<file path="src/hdl/mco_ram.sv">
// Generic RAM: one write port, two registered read ports.
`timescale 1ns / 1ps
module mco_ram #(
  parameter int unsigned WIDTH = 8,
  parameter int unsigned DEPTH = 16
) (
  input  logic                     clk,
  input  logic                     we,
  input  logic [$clog2(DEPTH)-1:0] waddr,
  input  logic [WIDTH-1:0]         wdata,
  input  logic [$clog2(DEPTH)-1:0] raddr_a,
  input  logic [$clog2(DEPTH)-1:0] raddr_b,
  output logic [WIDTH-1:0]         rdata_a,
  output logic [WIDTH-1:0]         rdata_b
);

  logic [WIDTH-1:0] mem [DEPTH];

  always_ff @(posedge clk) begin
    if (we) begin
      mem[waddr] <= wdata;
    end
    rdata_a <= mem[raddr_a];
    rdata_b <= mem[raddr_b];
  end

endmodule

</file>
<file path="config.mk">
export PLATFORM = sky130hd
export DESIGN_NAME = mco_ram
export DESIGN_NICKNAME = d
export VERILOG_FILES = /design/src/hdl/mco_ram.sv
export SDC_FILE = /design/constraint.sdc
export NUM_CORES = 1
export LEC_CHECK = 0
export BUFFER_PORTS_ARGS = -buffer_cell sky130_fd_sc_hd__buf_4
export CAP_MARGIN = 20
export CORE_MARGIN = 2
export CORE_UTILIZATION = 50
export CTS_CLUSTER_DIAMETER = 150
export DETAILED_ROUTE_END_ITERATION = 10
export GPL_TIMING_DRIVEN = 0
export PLACE_DENSITY = 0.75
export SYNTH_ARGS = -nofsm -noshare
export SYNTH_HDL_FRONTEND = slang
export SYNTH_SLANG_ARGS = --single-unit
</file>
<file path="constraint.sdc">
create_clock -name clk -period 3.1 [get_ports clk]
set_input_delay 0.31 -clock clk [delete_from_list [all_inputs] [get_ports clk]]
set_output_delay 0.31 -clock clk [all_outputs]
set_load 0.005 [all_outputs]
</file>
# Word-level counts from Yosys, hierarchy flattened
# Memory sizes are Yosys's and may differ from the RTL's. A register that Yosys moved wholly into a read port is not among the register bits.
# Index checks and enable logic that the tools add are counted.
# totals
latchBits	0
output_inout_bits	16
wordCells	3
mem_bits_ro	0
n_memories	1
ramBits	128
ff_bits	0
input_bits	22
# mem_list
memory	words	word_bits	read_ports	rd_clocked_by_memory_dff	write_ports	line	source
mem	16	8	2	2	1	17	logic [WIDTH-1:0] mem [DEPTH];
# classes
bitwise	0
n_addsub	0
n_eq_ne	0
order_cmp	0
div	0
mul	0
shifts	0
reduce_logical	0
muxes	2
# op_table
cell	n
$mux W1	2

# Longest topological paths before layout
# Gate-level depths: netlist of the first run.
# logic_depth
word_depth	2
mapped_depth	5
ltp_nobuf	3

# Worst setup path before layout of the first run
# Ideal clock, no wire load.
# synth_path
path_kind	input -> register
from	input waddr[2]
to	memory mem[0][0] (enable)
t_required_ns	2.717
setup_slack_ns	1.297
path_stages	2
setup_time_ns	0.383
arrival_ns	1.420
path_cell_list	or3b_2 > nor3_1
# synth_lines
element	line	source
from (decl)	9	input logic [$clog2(DEPTH)-1:0] waddr,
to (decl)	17	
# Straight into the memory's write port.

# Worst setup path in the final report of the first run
# layout_path
from	input waddr[2]
to	memory mem[0][3] (enable)
# Straight into the memory's write port.

==> reports/metrics.yaml, run 1 <==
wl_mm: 14.4
p_switching_w: 0.000927
io_buffers: 35
clk_pin_slew_ns: 0.05
postRouteAntennaNets: 0
cts_setup_buffers: 0
synth-seq-area-share: 0.656
vias: 3493
fmax_mhz: 594
worstPathRequired_ns: 3.22
core_um2: 12500
synthTopCellsByArea: "edfxtp_1, mux4_2, mux4_1, dfxtp_1, a22oi_1"
drt-met1-wl_mm: 5.52
crit_fanout: 5
met3_length_mm: 1.08
setup_viol: 0
synth_fp_nets: 329
rsz0062_at_grt: "false"
final_cell_mix: "edfxtp_1, buf_4, mux4_2"
synth_top_cell_by_area: "edfxtp_1"
antenna_found_initial: 0
avgSynthCellArea_um2: 20.7
routedWlPerCell_um: 26.3
place_congestion: 0.769
post-route-period-util: 0.543
route.met2.wl_mm: 7.54
slew_headroom: 0.353
netlist-cell-type-count: 20
cp_cell_sequence: "buf_4, or3b_2, nor3_1, buf_2"
dieArea_um2: 13600
final_common_cell: "edfxtp_1"
clock_path_buffers: 2
nNetsFinal: 385
seq_power_share: 0.510
dr.pass1.iters: 4
hold_buffers: 0
holdWs_ns: 0.187
dominantRegCellSynth: "edfxtp_1"
synth_warnings: 0
status: "finished, final reports clean"
yosys_register_bits: 144
slowest_stage: "nor3_1"
global_route.usage.total: 0.234
finalHoldViolations: 0
ctsHtreeMaxLevel: 4
pwr-share-clk: 0.408
critical_path_class: "in2reg"
synthCells: 307
drc: 0
drt_iter0_drc: 419
grt_pass1_wl_mm: 21.5
worstSetupStartpointType: "primary input"
cts-root-buf: "clkbuf_16"
worst_pin_slew_ns: 0.967
cts_buffers: 17
grt_pass1_vias: 3606
crit_arrival_ns: 1.80
ir_drop_mv: 0.397
cts_resized: 0
end_kind: "flop"
drive_above_1_share: 0.316
p_sw_frac: 0.216
drv_slew: 0
grt_start_max_net_pins: 17
period_needed_ns: 1.68
syn2layout_area_growth_pct: 15.8
cts_tree: "built"
slowest_delay_ns: 0.53
start_util: 0.507
internal_power_w: 0.00337
top_layer: "met4"
drv_cap: 0
placementRows: 41
clock_latency_ns: 0.42
grt-ovfl-total: 0
cts_sinks: 144
synth_top_area_frac: 0.606
dieHeight_um: 117
postSynth.asyncResetShare: 0
synth_edf_count: 128
dp_hpwl_mm: 9.57
tns_ns: 0
viasPerCell: 6.37
syn-cell-area_um2: 6350
p_leak_nw: 2.52
comb_power_share: 0.082
chipWidth_um: 117
io_pins: 38
diodes: 0
skew_ns: 0.00486
hold_path.class: "in2reg"
p_per_area_nw_per_um2: 585
==> cell families (layout without fill, tap and decap cells) <==
family                 Yosys count  count (layout)  share of synthesized area
multiplexers                    64              64                      0.244
flip-flops                     144             144                      0.656
AO/OA/AOI/OAI                   32              32                     0.0379
AND/OR/NAND/NOR                 47              47                     0.0343
buffers and inverters           20              89                     0.0272
==> power groups by stage <==
stage               registers (W)  clock network, W  logic, W
detailed placement        0.00223                 0  0.000354
global route              0.00220           0.00185  0.000377
floorplan                 0.00223                 0  0.000196
finish                    0.00219           0.00175  0.000354
global placement          0.00223                 0  0.000344
CTS                       0.00219           0.00176  0.000355
==> registers in the layout, summed over array words and instances (netlist names) <==
register  flops
mem         128
rdata_a       8
rdata_b       8
==> path summary, 6_finish.rpt <==
path | from | endpoint | slack (ns) | cells after the start
min | wdata[0] | mem[15][0]$_DFFE_PP_ | 0.19 | 1
max | waddr[2] | mem[0][3]$_DFFE_PP_ | 1.42 | 4
min reg2reg | mem[0][3]$_DFFE_PP_ | rdata_b[3]$_DFF_P_ | 0.71 | 3
max reg2reg | mem[3][7]$_DFFE_PP_ | rdata_b[7]$_DFF_P_ | 1.54 | 3
==> cell usage after synthesis (4+ instances only) <==
cell             count
mux4_1              28
buf_2                6
mux4_2              34
clkdlybuf4s25_2      6
dfxtp_1             16
buf_6                6
edfxtp_1           128
nor2_1              14
nand2_1             17
a22oi_1             32
nor3_1               4
==> through the flow <==
step / utilization / total power (W) / std cells / setup WS, ns / instance area [µm²]
6_report: 0.587 / 0.00430 / 548 / 1.42 / 7350
5_1_grt: 0.587 / 0.00443 / 548 / 1.31 / 7350
4_1_cts: 0.587 / 0.00431 / 548 / 1.41 / 7350
3_5_place_dp: 0.547 / 0.00259 / 516 / 0.968 / 6840
3_3_place_gp: 0.545 / 0.00257 / 514 / 0.647 / 6820
2_1_floorplan: - / 0.00243 / 307 / 1.30 / 6350
==> critical path, delay by kind of cell <==
kind	cells	cell delay, ns
and+or+nand+nor	2	1.04
buffers and inverters	2	0.45
==> cell type report <==
class,instances,area (µm²)
fill,947,5170
sequential,144,4160
multi-input combinational,143,2020
clock buffer,24,462
timing repair buffer,37,273
tap,172,215
buffer,20,173
clock inverter,8,41.3
==> per-layer routing <==
layer	global-route usage	up-vias
met2	0.394	174
met4	0.0863	0
li1	-	1454
met3	0.0685	26
met1	0.292	1839
met5	0	-
Power figures use the tool's default switching activity.
==> run 2, diff against run 1 <==
Clock period 3.1 ns to 1.6 ns, I/O delays scaled along.
==> reports/metrics.yaml, run 2 (synthesized netlist as in run 1, its figures left out) <==
chipWidth_um: 117
clock_path_buffers: 2
power_w: 0.00906
cts_resized: 0
regMostFlops: "mem"
cts_setup_buffers: 0
dieHeight_um: 117
worstPathRequired_ns: 1.64
slowest_delay_ns: 0.82
clock_latency_ns: 0.43
cts_tree: "built"
dr.pass1.iters: 5
rr_startpoint: "mem[3][0]$_DFFE_PP_"
reg2reg_slack_ns: 0.11
crit_fanout: 8
finalHoldViolations: 0
p_per_area_nw_per_um2: 1210
status: "finished, final reports clean"
slowest_stage: "nor2_1"
grt-ovfl-total: 0
end_kind: "flop"
grt_pass1_vias: 3736
cp_top_family: "simple AND/OR/NAND/NOR gates"
viasPerCell: 6.38
cts_buffers: 17
io_pins: 38
grt_start_max_net_pins: 17
slew_headroom: 0.296
cp_num_buf_inv: 1
grt_pass1_wl_mm: 22.7
io_buffers: 35
antenna_found_initial: 0
worst_pin_slew_ns: 1.05
final_common_cell: "edfxtp_1"
hold_path_depth: 1
cts_sinks: 144
core_um2: 12500
drv_cap: 0
postRouteAntennaNets: 0
place_congestion: 0.781
routedWlPerCell_um: 28.0
diodes: 0
start_util: 0.507
crit_arrival_ns: 1.62
reg_top3: "mem x128, rdata_a x8, rdata_b x8"
cts-root-buf: "clkbuf_16"
clk_pin_slew_ns: 0.06
r2r_end: "rdata_a[0]$_DFF_P_"
syn2layout_area_growth_pct: 17.5
placementRows: 41
drv_slew: 0
nNetsFinal: 385
drt_iter0_drc: 300
hold_path_end: "mem[10][1]$_DFFE_PP_"
drive_above_1_share: 0.332
p_leak_nw: 2.57
dieArea_um2: 13600
fmax_mhz: 636
critical_path_class: "in2reg"
global_route.usage.total: 0.249
largest_reg_flops: 128
n_fill_cell: 937
vias: 3495
setup_viol: 0
final_cell_mix: "edfxtp_1, buf_4, mux4_2"
wl_mm: 15.3
drc: 0
hold_path.class: "in2reg"
tns_ns: 0
ctsHtreeMaxLevel: 4
ir_drop_mv: 0.818
rr_worst_depth: 3
post-route-period-util: 0.983
period_needed_ns: 1.57
hold_buffers: 0
hp-start: "wdata[1]"
dp_hpwl_mm: 9.90
rsz0062_at_grt: "false"
skew_ns: 0.00457
worstSetupStartpointType: "primary input"
cp_cell_sequence: "buf_4, or3b_2, nor2_1"
==> run 2: cell types whose count changed in the layout (fill, tap and decap cells not counted), sizes merged <==
| cell | change |
|---|---|
| bufinv | +4 |
| clkbuf | -3 |
| clkinv | -2 |
| clkinvlp | +1 |
==> run 2: layout make-up <==
class | count | area (µm²) | share of cell area
multi-input combinational | 143 | 2020 | 0.271
clock inverter | 11 | 163 | 0.0218
sequential | 144 | 4160 | 0.558
timing repair buffer | 37 | 275 | 0.0369
buffer | 20 | 173 | 0.0231
clock buffer | 21 | 450 | 0.0604
tap | 172 | 215 | 0.0288
==> run 2: report_power, final <==
group / internal, W / switching (W) / leakage, nW
logic: 0.000337 / 0.000356 / 0.990
registers: 0.00421 / 0.0000413 / 1.29
clock network: 0.00263 / 0.00148 / 0.293
total: 0.00718 / 0.00187 / 2.57
==> run 2: worst max-delay path by stage <==
stage,from,end,slack (ns),cells past startpoint
global placement,we,mem[12][1]$_DFFE_PP_,-0.43,3
global route,waddr[2],mem[3][3]$_DFFE_PP_,0.004,3
detailed placement,waddr[2],mem[3][3]$_DFFE_PP_,-0.38,3
floorplan,waddr[2],mem[3][0]$_DFFE_PP_,0.17,2
CTS,waddr[2],mem[0][3]$_DFFE_PP_,0.06,3
finish,waddr[2],mem[1][2]$_DFFE_PP_,0.03,3
==> run 2: through the flow <==
step,worst slack (ns),hold WS (ns),cells,instance area [µm²],utilization
2_1_floorplan,0.174,0.259,307,6350,-
3_3_place_gp,-0.433,0.456,514,6830,0.546
3_5_place_dp,-0.382,0.471,516,6850,0.547
4_1_cts,0.0618,0.0273,548,7460,0.596
5_1_grt,0.00432,0.0381,548,7460,0.596
6_report,0.0278,0.0342,548,7460,0.596
==> run 2: layer usage <==
layer | track usage | up-vias | part of all wire
met5 | 0 | - | 0
met4 | 0.108 | 0 | 0.027
met3 | 0.0675 | 33 | 0.071
met2 | 0.416 | 186 | 0.52
met1 | 0.310 | 1819 | 0.38
li1 | - | 1457 | -
